==> config.mk <==
export PLATFORM = sky130hd
export DESIGN_NAME = lighting_request_controller
export DESIGN_NICKNAME = d
export VERILOG_FILES = /design/src/lrc_pkg.sv /design/src/lrc_core.sv /design/src/lighting_request_controller.sv
export SDC_FILE = /design/constraint.sdc
export NUM_CORES = 1
export LEC_CHECK = 0
export BUFFER_PORTS_ARGS = -buffer_cell sky130_fd_sc_hd__buf_2
export CORE_ASPECT_RATIO = 0.5
export CORE_MARGIN = 8
export CORE_UTILIZATION = 55
export CTS_CLUSTER_DIAMETER = 80
export CTS_CLUSTER_SIZE = 28
export DETAILED_ROUTE_END_ITERATION = 10
export PLACE_DENSITY = 0.73
export SETUP_SLACK_MARGIN = 0.1
export SYNTH_ARGS = -nofsm -noshare
export SYNTH_HDL_FRONTEND = slang
export SYNTH_SLANG_ARGS = --single-unit
==> constraint.sdc <==
create_clock -name clk -period 14.6 [get_ports clk]
set_input_delay 0.73 -clock clk [delete_from_list [all_inputs] [get_ports clk]]
set_output_delay 0.73 -clock clk [all_outputs]
set_load 0.02 [all_outputs]
==> src/lrc_pkg.sv <==
`timescale 1ns / 1ps
// Lighting request controller package: request and result structs, the
// configuration bundle, register indexes and fixed codes. No dependencies.
package lrc_pkg;

	// Field widths
	localparam int DT_W      = 16;
	localparam int HOUR_W    = 5;
	localparam int MODE_W    = 2;
	localparam int OVR_W     = 2;
	localparam int MINUTES_W = 11;
	localparam int LINGER_W  = 27;
	localparam int ELAPSED_W = 28;
	localparam int CFG_IDX_W = 3;
	localparam int CFG_DATA_W = 11;

	localparam logic [DT_W-1:0] MS_PER_MINUTE = 16'd60000;

	// Configuration register indexes
	localparam logic [CFG_IDX_W-1:0] CFG_BASE_MODE    = 3'd0;
	localparam logic [CFG_IDX_W-1:0] CFG_DOOR_ENABLE  = 3'd1;
	localparam logic [CFG_IDX_W-1:0] CFG_TIMEOUT      = 3'd2;
	localparam logic [CFG_IDX_W-1:0] CFG_WINDOW_START = 3'd3;
	localparam logic [CFG_IDX_W-1:0] CFG_WINDOW_END   = 3'd4;

	// Base modes
	localparam logic [MODE_W-1:0] MODE_OFF    = 2'd0;
	localparam logic [MODE_W-1:0] MODE_ON     = 2'd1;
	localparam logic [MODE_W-1:0] MODE_DAY    = 2'd2;
	localparam logic [MODE_W-1:0] MODE_WINDOW = 2'd3;

	// Override codes
	localparam logic [OVR_W-1:0] OVR_AUTO = 2'd0;
	localparam logic [OVR_W-1:0] OVR_ON   = 2'd1;
	localparam logic [OVR_W-1:0] OVR_OFF  = 2'd2;

	// Reset values of the window hours
	localparam logic [HOUR_W-1:0] WINDOW_START_RST = 5'd6;
	localparam logic [HOUR_W-1:0] WINDOW_END_RST   = 5'd22;

	typedef struct packed {
		logic [DT_W-1:0]   elapsed_ms;
		logic [HOUR_W-1:0] hour_now;
		logic              is_night;
		logic              door_sensor;
		logic              override_write;
		logic [OVR_W-1:0]  override_value;
		logic              lamp_feedback;
	} lrc_in_t;

	typedef struct packed {
		logic             light_request;
		logic             request_changed;
		logic [OVR_W-1:0] override_now;
		logic             override_expired;
		logic             lamp_state;
		logic             lamp_changed;
	} lrc_out_t;

	// Settings as the core sees them; the timeout is kept in milliseconds
	typedef struct packed {
		logic [MODE_W-1:0]   base_mode;
		logic                door_enable;
		logic [LINGER_W-1:0] limit_ms;
		logic [HOUR_W-1:0]   window_start;
		logic [HOUR_W-1:0]   window_end;
	} lrc_cfg_t;

endpackage

==> src/lrc_core.sv <==
`timescale 1ns / 1ps
// Lighting request controller core: linger, override and last-value state
// with the per-request next-state and priority logic. Uses lrc_pkg.
module lrc_core
	import lrc_pkg::*;
(
	input  logic     clk,
	input  logic     arst_n,
	input  logic     step,
	input  lrc_cfg_t cfg,
	input  lrc_in_t  item,
	output lrc_out_t result
);

	logic [LINGER_W-1:0]  linger_q;
	logic [ELAPSED_W-1:0] elapsed_q;
	logic [OVR_W-1:0]     ovr_q;
	logic                 last_req_q;
	logic                 last_lamp_q;

	logic                 door_forced;
	logic                 limit_nz;
	logic [OVR_W-1:0]     ovr_written;
	logic [OVR_W-1:0]     ovr_next;
	logic [LINGER_W-1:0]  dt_ext;
	logic [LINGER_W-1:0]  linger_next;
	logic [ELAPSED_W:0]   elapsed_sum;
	logic [ELAPSED_W-1:0] elapsed_add;
	logic [ELAPSED_W-1:0] elapsed_next;
	logic                 expired;
	logic                 in_window;
	logic                 base_req;
	logic                 req;

	assign door_forced = cfg.door_enable & item.door_sensor;
	assign limit_nz    = cfg.limit_ms != '0;
	assign dt_ext      = {{(LINGER_W-DT_W){1'b0}}, item.elapsed_ms};

	// Take a new override unless the code is undefined
	always_comb begin
		if (item.override_write && (item.override_value == OVR_AUTO ||
				item.override_value == OVR_ON || item.override_value == OVR_OFF)) begin
			ovr_written = item.override_value;
		end else begin
			ovr_written = ovr_q;
		end
	end

	// Reload linger while the door is open, else run it down to zero
	always_comb begin
		if (door_forced) begin
			linger_next = cfg.limit_ms;
		end else if (linger_q > dt_ext) begin
			linger_next = linger_q - dt_ext;
		end else begin
			linger_next = '0;
		end
	end

	// Advance override time and drop back to automatic on timeout
	assign elapsed_sum = {1'b0, elapsed_q} + {{(ELAPSED_W+1-DT_W){1'b0}}, item.elapsed_ms};
	assign elapsed_add = elapsed_sum[ELAPSED_W-1:0];

	always_comb begin
		ovr_next     = ovr_written;
		elapsed_next = elapsed_q;
		expired      = 1'b0;
		if (ovr_written != OVR_AUTO) begin
			if (limit_nz) begin
				if (elapsed_add >= {1'b0, cfg.limit_ms}) begin
					ovr_next     = OVR_AUTO;
					elapsed_next = '0;
					expired      = 1'b1;
				end else begin
					elapsed_next = elapsed_add;
				end
			end
		end else begin
			elapsed_next = '0;
		end
	end

	// Schedule window; wraps past midnight when start is above end
	always_comb begin
		if (cfg.window_start == cfg.window_end) begin
			in_window = 1'b0;
		end else if (cfg.window_start < cfg.window_end) begin
			in_window = (item.hour_now >= cfg.window_start) &&
				(item.hour_now < cfg.window_end);
		end else begin
			in_window = (item.hour_now >= cfg.window_start) ||
				(item.hour_now < cfg.window_end);
		end
	end

	always_comb begin
		case (cfg.base_mode)
			MODE_ON:     base_req = 1'b1;
			MODE_DAY:    base_req = ~item.is_night;
			MODE_WINDOW: base_req = in_window;
			default:     base_req = 1'b0;
		endcase
	end

	// Resolve priority: override, open door, linger, base mode
	always_comb begin
		case (ovr_next)
			OVR_ON:  req = 1'b1;
			OVR_OFF: req = 1'b0;
			default: req = door_forced | (linger_next != '0) | base_req;
		endcase
	end

	assign result.light_request    = req;
	assign result.request_changed  = req ^ last_req_q;
	assign result.override_now     = ovr_next;
	assign result.override_expired = expired;
	assign result.lamp_state       = item.lamp_feedback;
	assign result.lamp_changed     = item.lamp_feedback ^ last_lamp_q;

	// Commit state once per request
	always_ff @(posedge clk or negedge arst_n) begin
		if (!arst_n) begin
			linger_q    <= '0;
			elapsed_q   <= '0;
			ovr_q       <= OVR_AUTO;
			last_req_q  <= 1'b0;
			last_lamp_q <= 1'b0;
		end else if (step) begin
			linger_q    <= linger_next;
			elapsed_q   <= elapsed_next;
			ovr_q       <= ovr_next;
			last_req_q  <= req;
			last_lamp_q <= item.lamp_feedback;
		end
	end

endmodule

==> src/lighting_request_controller.sv <==
`timescale 1ns / 1ps
// Lighting request controller top level: input and result registers,
// configuration registers and the core. Uses lrc_pkg and lrc_core.
//
//  channel  | signals                               | direction
//  ---------+---------------------------------------+----------
//  in       | in_valid, in_ready, in_data           | request in
//  out      | out_valid, out_ready, out_data        | result out
//  cfg      | cfg_valid, cfg_ready, cfg_index/data  | register write
//
// One request per cycle sustained unless the output stalls; a request waits in
// the input register, then its result enters the result register, out_valid high.
// All state updates for a request happen in the single cycle it moves from
// the input register into the result register. A stalled output holds the
// result register and, once the input register is full too, drops in_ready. Reset
// clears valid and core state, loads register defaults; cfg_ready is always high.
module lighting_request_controller
	import lrc_pkg::*;
(
	input  logic                  clk,
	input  logic                  arst_n,
	input  logic                  in_valid,
	output logic                  in_ready,
	input  lrc_in_t               in_data,
	output logic                  out_valid,
	input  logic                  out_ready,
	output lrc_out_t              out_data,
	input  logic                  cfg_valid,
	output logic                  cfg_ready,
	input  logic [CFG_IDX_W-1:0]  cfg_index,
	input  logic [CFG_DATA_W-1:0] cfg_data
);

	lrc_in_t  item_s1;
	logic     valid_s1;
	lrc_out_t out_data_q;
	logic     out_valid_q;
	lrc_cfg_t cfg_q;
	lrc_out_t result;
	logic     advance;
	logic     cfg_wr;
	logic [LINGER_W-1:0] limit_new;

	assign advance   = valid_s1 & (~out_valid_q | out_ready);
	assign in_ready  = ~valid_s1 | advance;
	assign cfg_ready = 1'b1;
	assign cfg_wr    = cfg_valid & cfg_ready;
	assign out_valid = out_valid_q;
	assign out_data  = out_data_q;

	// Timeout in milliseconds, worked out once at write time
	assign limit_new = {{(LINGER_W-MINUTES_W){1'b0}}, cfg_data[MINUTES_W-1:0]} *
		{{(LINGER_W-DT_W){1'b0}}, MS_PER_MINUTE};

	// Configuration registers
	always_ff @(posedge clk or negedge arst_n) begin
		if (!arst_n) begin
			cfg_q.base_mode    <= MODE_OFF;
			cfg_q.door_enable  <= 1'b0;
			cfg_q.limit_ms     <= '0;
			cfg_q.window_start <= WINDOW_START_RST;
			cfg_q.window_end   <= WINDOW_END_RST;
		end else if (cfg_wr) begin
			case (cfg_index)
				CFG_BASE_MODE:    cfg_q.base_mode    <= cfg_data[MODE_W-1:0];
				CFG_DOOR_ENABLE:  cfg_q.door_enable  <= cfg_data[0];
				CFG_TIMEOUT:      cfg_q.limit_ms     <= limit_new;
				CFG_WINDOW_START: cfg_q.window_start <= cfg_data[HOUR_W-1:0];
				CFG_WINDOW_END:   cfg_q.window_end   <= cfg_data[HOUR_W-1:0];
				default: ;
			endcase
		end
	end

	// Input register: hold the request until the result slot frees up
	always_ff @(posedge clk or negedge arst_n) begin
		if (!arst_n) begin
			valid_s1 <= 1'b0;
		end else if (in_valid && in_ready) begin
			valid_s1 <= 1'b1;
		end else if (advance) begin
			valid_s1 <= 1'b0;
		end
	end

	always_ff @(posedge clk) begin
		if (in_valid && in_ready) begin
			item_s1 <= in_data;
		end
	end

	lrc_core u_core (
		.clk    (clk),
		.arst_n (arst_n),
		.step   (advance),
		.cfg    (cfg_q),
		.item   (item_s1),
		.result (result)
	);

	// Result register
	always_ff @(posedge clk or negedge arst_n) begin
		if (!arst_n) begin
			out_valid_q <= 1'b0;
		end else if (advance) begin
			out_valid_q <= 1'b1;
		end else if (out_ready) begin
			out_valid_q <= 1'b0;
		end
	end

	always_ff @(posedge clk) begin
		if (advance) begin
			out_data_q <= result;
		end
	end

endmodule

==> out/summary.txt <==
Vias -> 8,421
Reg2reg end -> out_data[5]
Most frequent CP cell -> ha_1
Clock Skew -> 0.0122 ns
Initial antenna violation count -> 0
Leak Pwr -> 0.00541 uW
Final Critical Period -> 6.22 ns
Status -> complete, no violations
CP peak stage delay -> 0.46 ns
Gr ovfl total -> 0
Clock-pin slew on the worst setup and hold paths -> 0.06 ns
Number of buffers created by CTS -> 17
Count of final setup violators -> 0
Area leader, netlist -> dfrtp_1
Synth Area in Compound Gates -> 17.3%
Largest net degree at the start of global routing -> 50
Syn nets -> 1,321
Crit path buf inv count -> 1
Initial drt markers -> 683
Starting Density -> 56.8%
Number of global-route vias before repair -> 8,535
Worst Setup SP -> item_s1[11]
Synth cell count leaders -> 136 x ha_1, 122 x inv_1, 91 x dfrtp_1
Top cells by area, synth -> dfrtp_1 22%, ha_1 16%, edfxtp_1 9.7%
Slowest cell on the critical path -> nor3_1
Post-Synth XOR/XNOR Area -> 5.13%
Ys flop type -> dfrtp_1
All-Layer GR Usage -> 22.5%
Setup WS pre-CTS -> 8.56 ns
First-pass DRT Iterations -> 6
HPWL Detailed -> 20,200 microns
Layout filler cell count -> 1,522
Total wire length -> 26,200 microns
WP data arrival -> 6.38 ns
Sequential share of the synthesized area -> 32.4%
Max Root-Sink Buffers -> 2
Ports -> 56
Worst slew pin tran -> 0.952 ns
Mux contribution to synthesized area -> 1.93%
Drt via density -> 5.91
Post-layout nets -> 1,374
Largest vdd supply drop -> 111 uV
Sink Count -> 130
Psw -> 1040 uW
Setup CP Type -> reg2reg
Synthesized cell area -> 10,600 sq um
Area fraction of the dominant cell type after synthesis -> 21.5%
WP data required -> 14.76 ns
Std-Cell Rows -> 35
Combinational Power Share -> 56.2%
Cell count of the worst reg-to-reg path -> 27
Unrepaired setup endpoints after global routing -> no
DRC viols -> 0
Max_slew headroom -> 36.0%
Port Buf Inserts -> 54
HP Class -> in2async
Area grow syn2layout -> 10.1%
Power density cells -> 197 nW/um^2
Seq pwr share -> 26.1%
Achievable Freq -> 0.161 GHz
Die Y -> 114 microns
CTS resizes -> 0
Htree depth -> 4
Wirelength per Cell -> 18.4 microns
Number of synthesized flops with an enable pin -> 34
Setup WS post-layout -> 8.38 ns
Max_cap viols -> 0
Later-pin clock latency in the skew report -> 0.42 ns
Setup crit end kind -> flop
Die ar. -> 24,200 sq um
Post-DP Area -> 11,100 sq um
Post-synth ARST share -> 73.8%
CTS tree -> yes
Ys Warns -> 0
Launch point of the worst reg-to-reg path -> item_s1[11]
CTS Root Cell -> clkbuf_16
Flops & latches, synth -> 130
First-pass GRT wire length -> 43,600 microns
TNS Setup -> 0 ns
Top-count cell post-synth -> ha_1
Final Slew Violations -> 0
ANT cells -> 0
Hold Vio Cnt, Final -> 0
FF-to-FF setup slack -> 8.38 ns
Clock power share -> 17.6%
Fraction of layout cells with a size suffix above 1 -> 12.9%
Post-Synth Adder-Cell Area -> 23.3%
Post-route insts no fill -> 1,426
Sw frac -> 45.3%
Post-CTS Setup Inserts -> 0
Largest family of logic cells by synthesized area -> adder cells
Post-synth cell types -> 84
Simple-gate area share of the yosys netlist -> 14.1%
Routed Antenna Nets -> 0
Area of the core -> 18,600 sq um
Placed insts -> 1,394
Mean Syn Cell Area -> 9.61 sq um
Tcrit/Tclk final -> 42.6%
Final core utilization -> 62.6%
Hold buffer count at cts -> 0
Die width -> 212 microns
Delay-heaviest family, CP -> compound AO/OA/AOI/OAI gates
Gate Count Post-Synth -> 1,101
Crit Path Max Fanout -> 5
Internal cell power -> 1260 uW
Placer Congestion -> 0.934
Startpoint types -> flop
Fin area -> 11,600 sq um
## per-layer routing
metal	part of all wire [%]	wire, microns	vias up	track usage, %
met4	2.2	579	0	6.68
met3	7.4	1940	43	5.63
li1	-	-	4025	-
met1	48	12500	4051	30.9
met2	43	11200	302	34.6
met5	0	0	-	0
## worst max-delay path by stage
| stage | end | slack, ns | cells past startpoint |
|---|---|---|---|
| after global placement | out_data[5] | 8.80 | 27 |
| after floorplan | cfg_q[36] | 9.32 | 17 |
| final | out_data[5] | 8.38 | 27 |
| after CTS | out_data[5] | 8.52 | 27 |
| after detailed placement | out_data[5] | 8.56 | 27 |
| after global routing | out_data[5] | 7.95 | 27 |
## cell families after synthesis
| kind of cell | count (synthesis) |
|---|---|
| AO/OA/AOI/OAI | 272 |
| XOR/XNOR | 62 |
| adder cells (fa/ha/maj) | 174 |
| buffers and inverters | 151 |
| flip-flops | 130 |
| multiplexers | 18 |
| other | 1 |
| AND/OR/NAND/NOR | 293 |
## layout make-up
class	count	area (sq um)	area share, %
multi-input cells	820	6540	56.1
flip-flops and latches	130	3430	29.5
inverters	123	462	3.97
clock buffers	17	425	3.65
repair buffers	62	333	2.86
well taps	259	324	2.78
clock inverters	15	135	1.16
## registers in the layout, indices dropped and copies added (netlist names)
name	flops
u_core.ovr_q	2
u_core.last_lamp_q	1
cfg_q	35
u_core.last_req_q	1
item_s1	27
out_valid	1
u_core.linger_q	27
out_data	7
valid_s1	1
u_core.elapsed_q	28
## layout by cell type (no fill, tap or decap), types with 6 or more instances in the layout
cell         n
a21o_1      15
o21ai_0     66
dfrtp_1     91
mux2_2      15
nand4_1     13
nor4_1       8
and3_1      10
a22o_1      17
xnor2_1     42
ha_1       136
xor2_1      20
buf_2       53
a211oi_1    11
nand3_1     23
nand2b_1    16
a21oi_1     61
nor2_1      52
a31oi_1     18
edfxtp_1    34
fa_1        38
clkbuf_16   17
nor3_1      25
inv_1      122
o31ai_1     14
or3_1       10
nor2b_1      8
nor3b_1      6
buf_4        9
and2_1       6
nand2_1     89
o21ai_1     10
## power groups by stage
stage               clock, uW  combinational [uW]  sequential (uW)
floorplan                   0                 988              560
global placement            0                1220              595
detailed placement          0                1250              600
CTS                       412                1280              595
global route              427                1450              613
finish                    405                1290              601
## stage by stage
stage	total power (uW)	hold slack (ns)
floorplan	1550	0.434
global placement	1810	0.462
detailed placement	1850	0.474
CTS	2280	0.338
global route	2490	0.365
finish	2300	0.322
No activity file was read; power rests on OpenSTA's default activity.
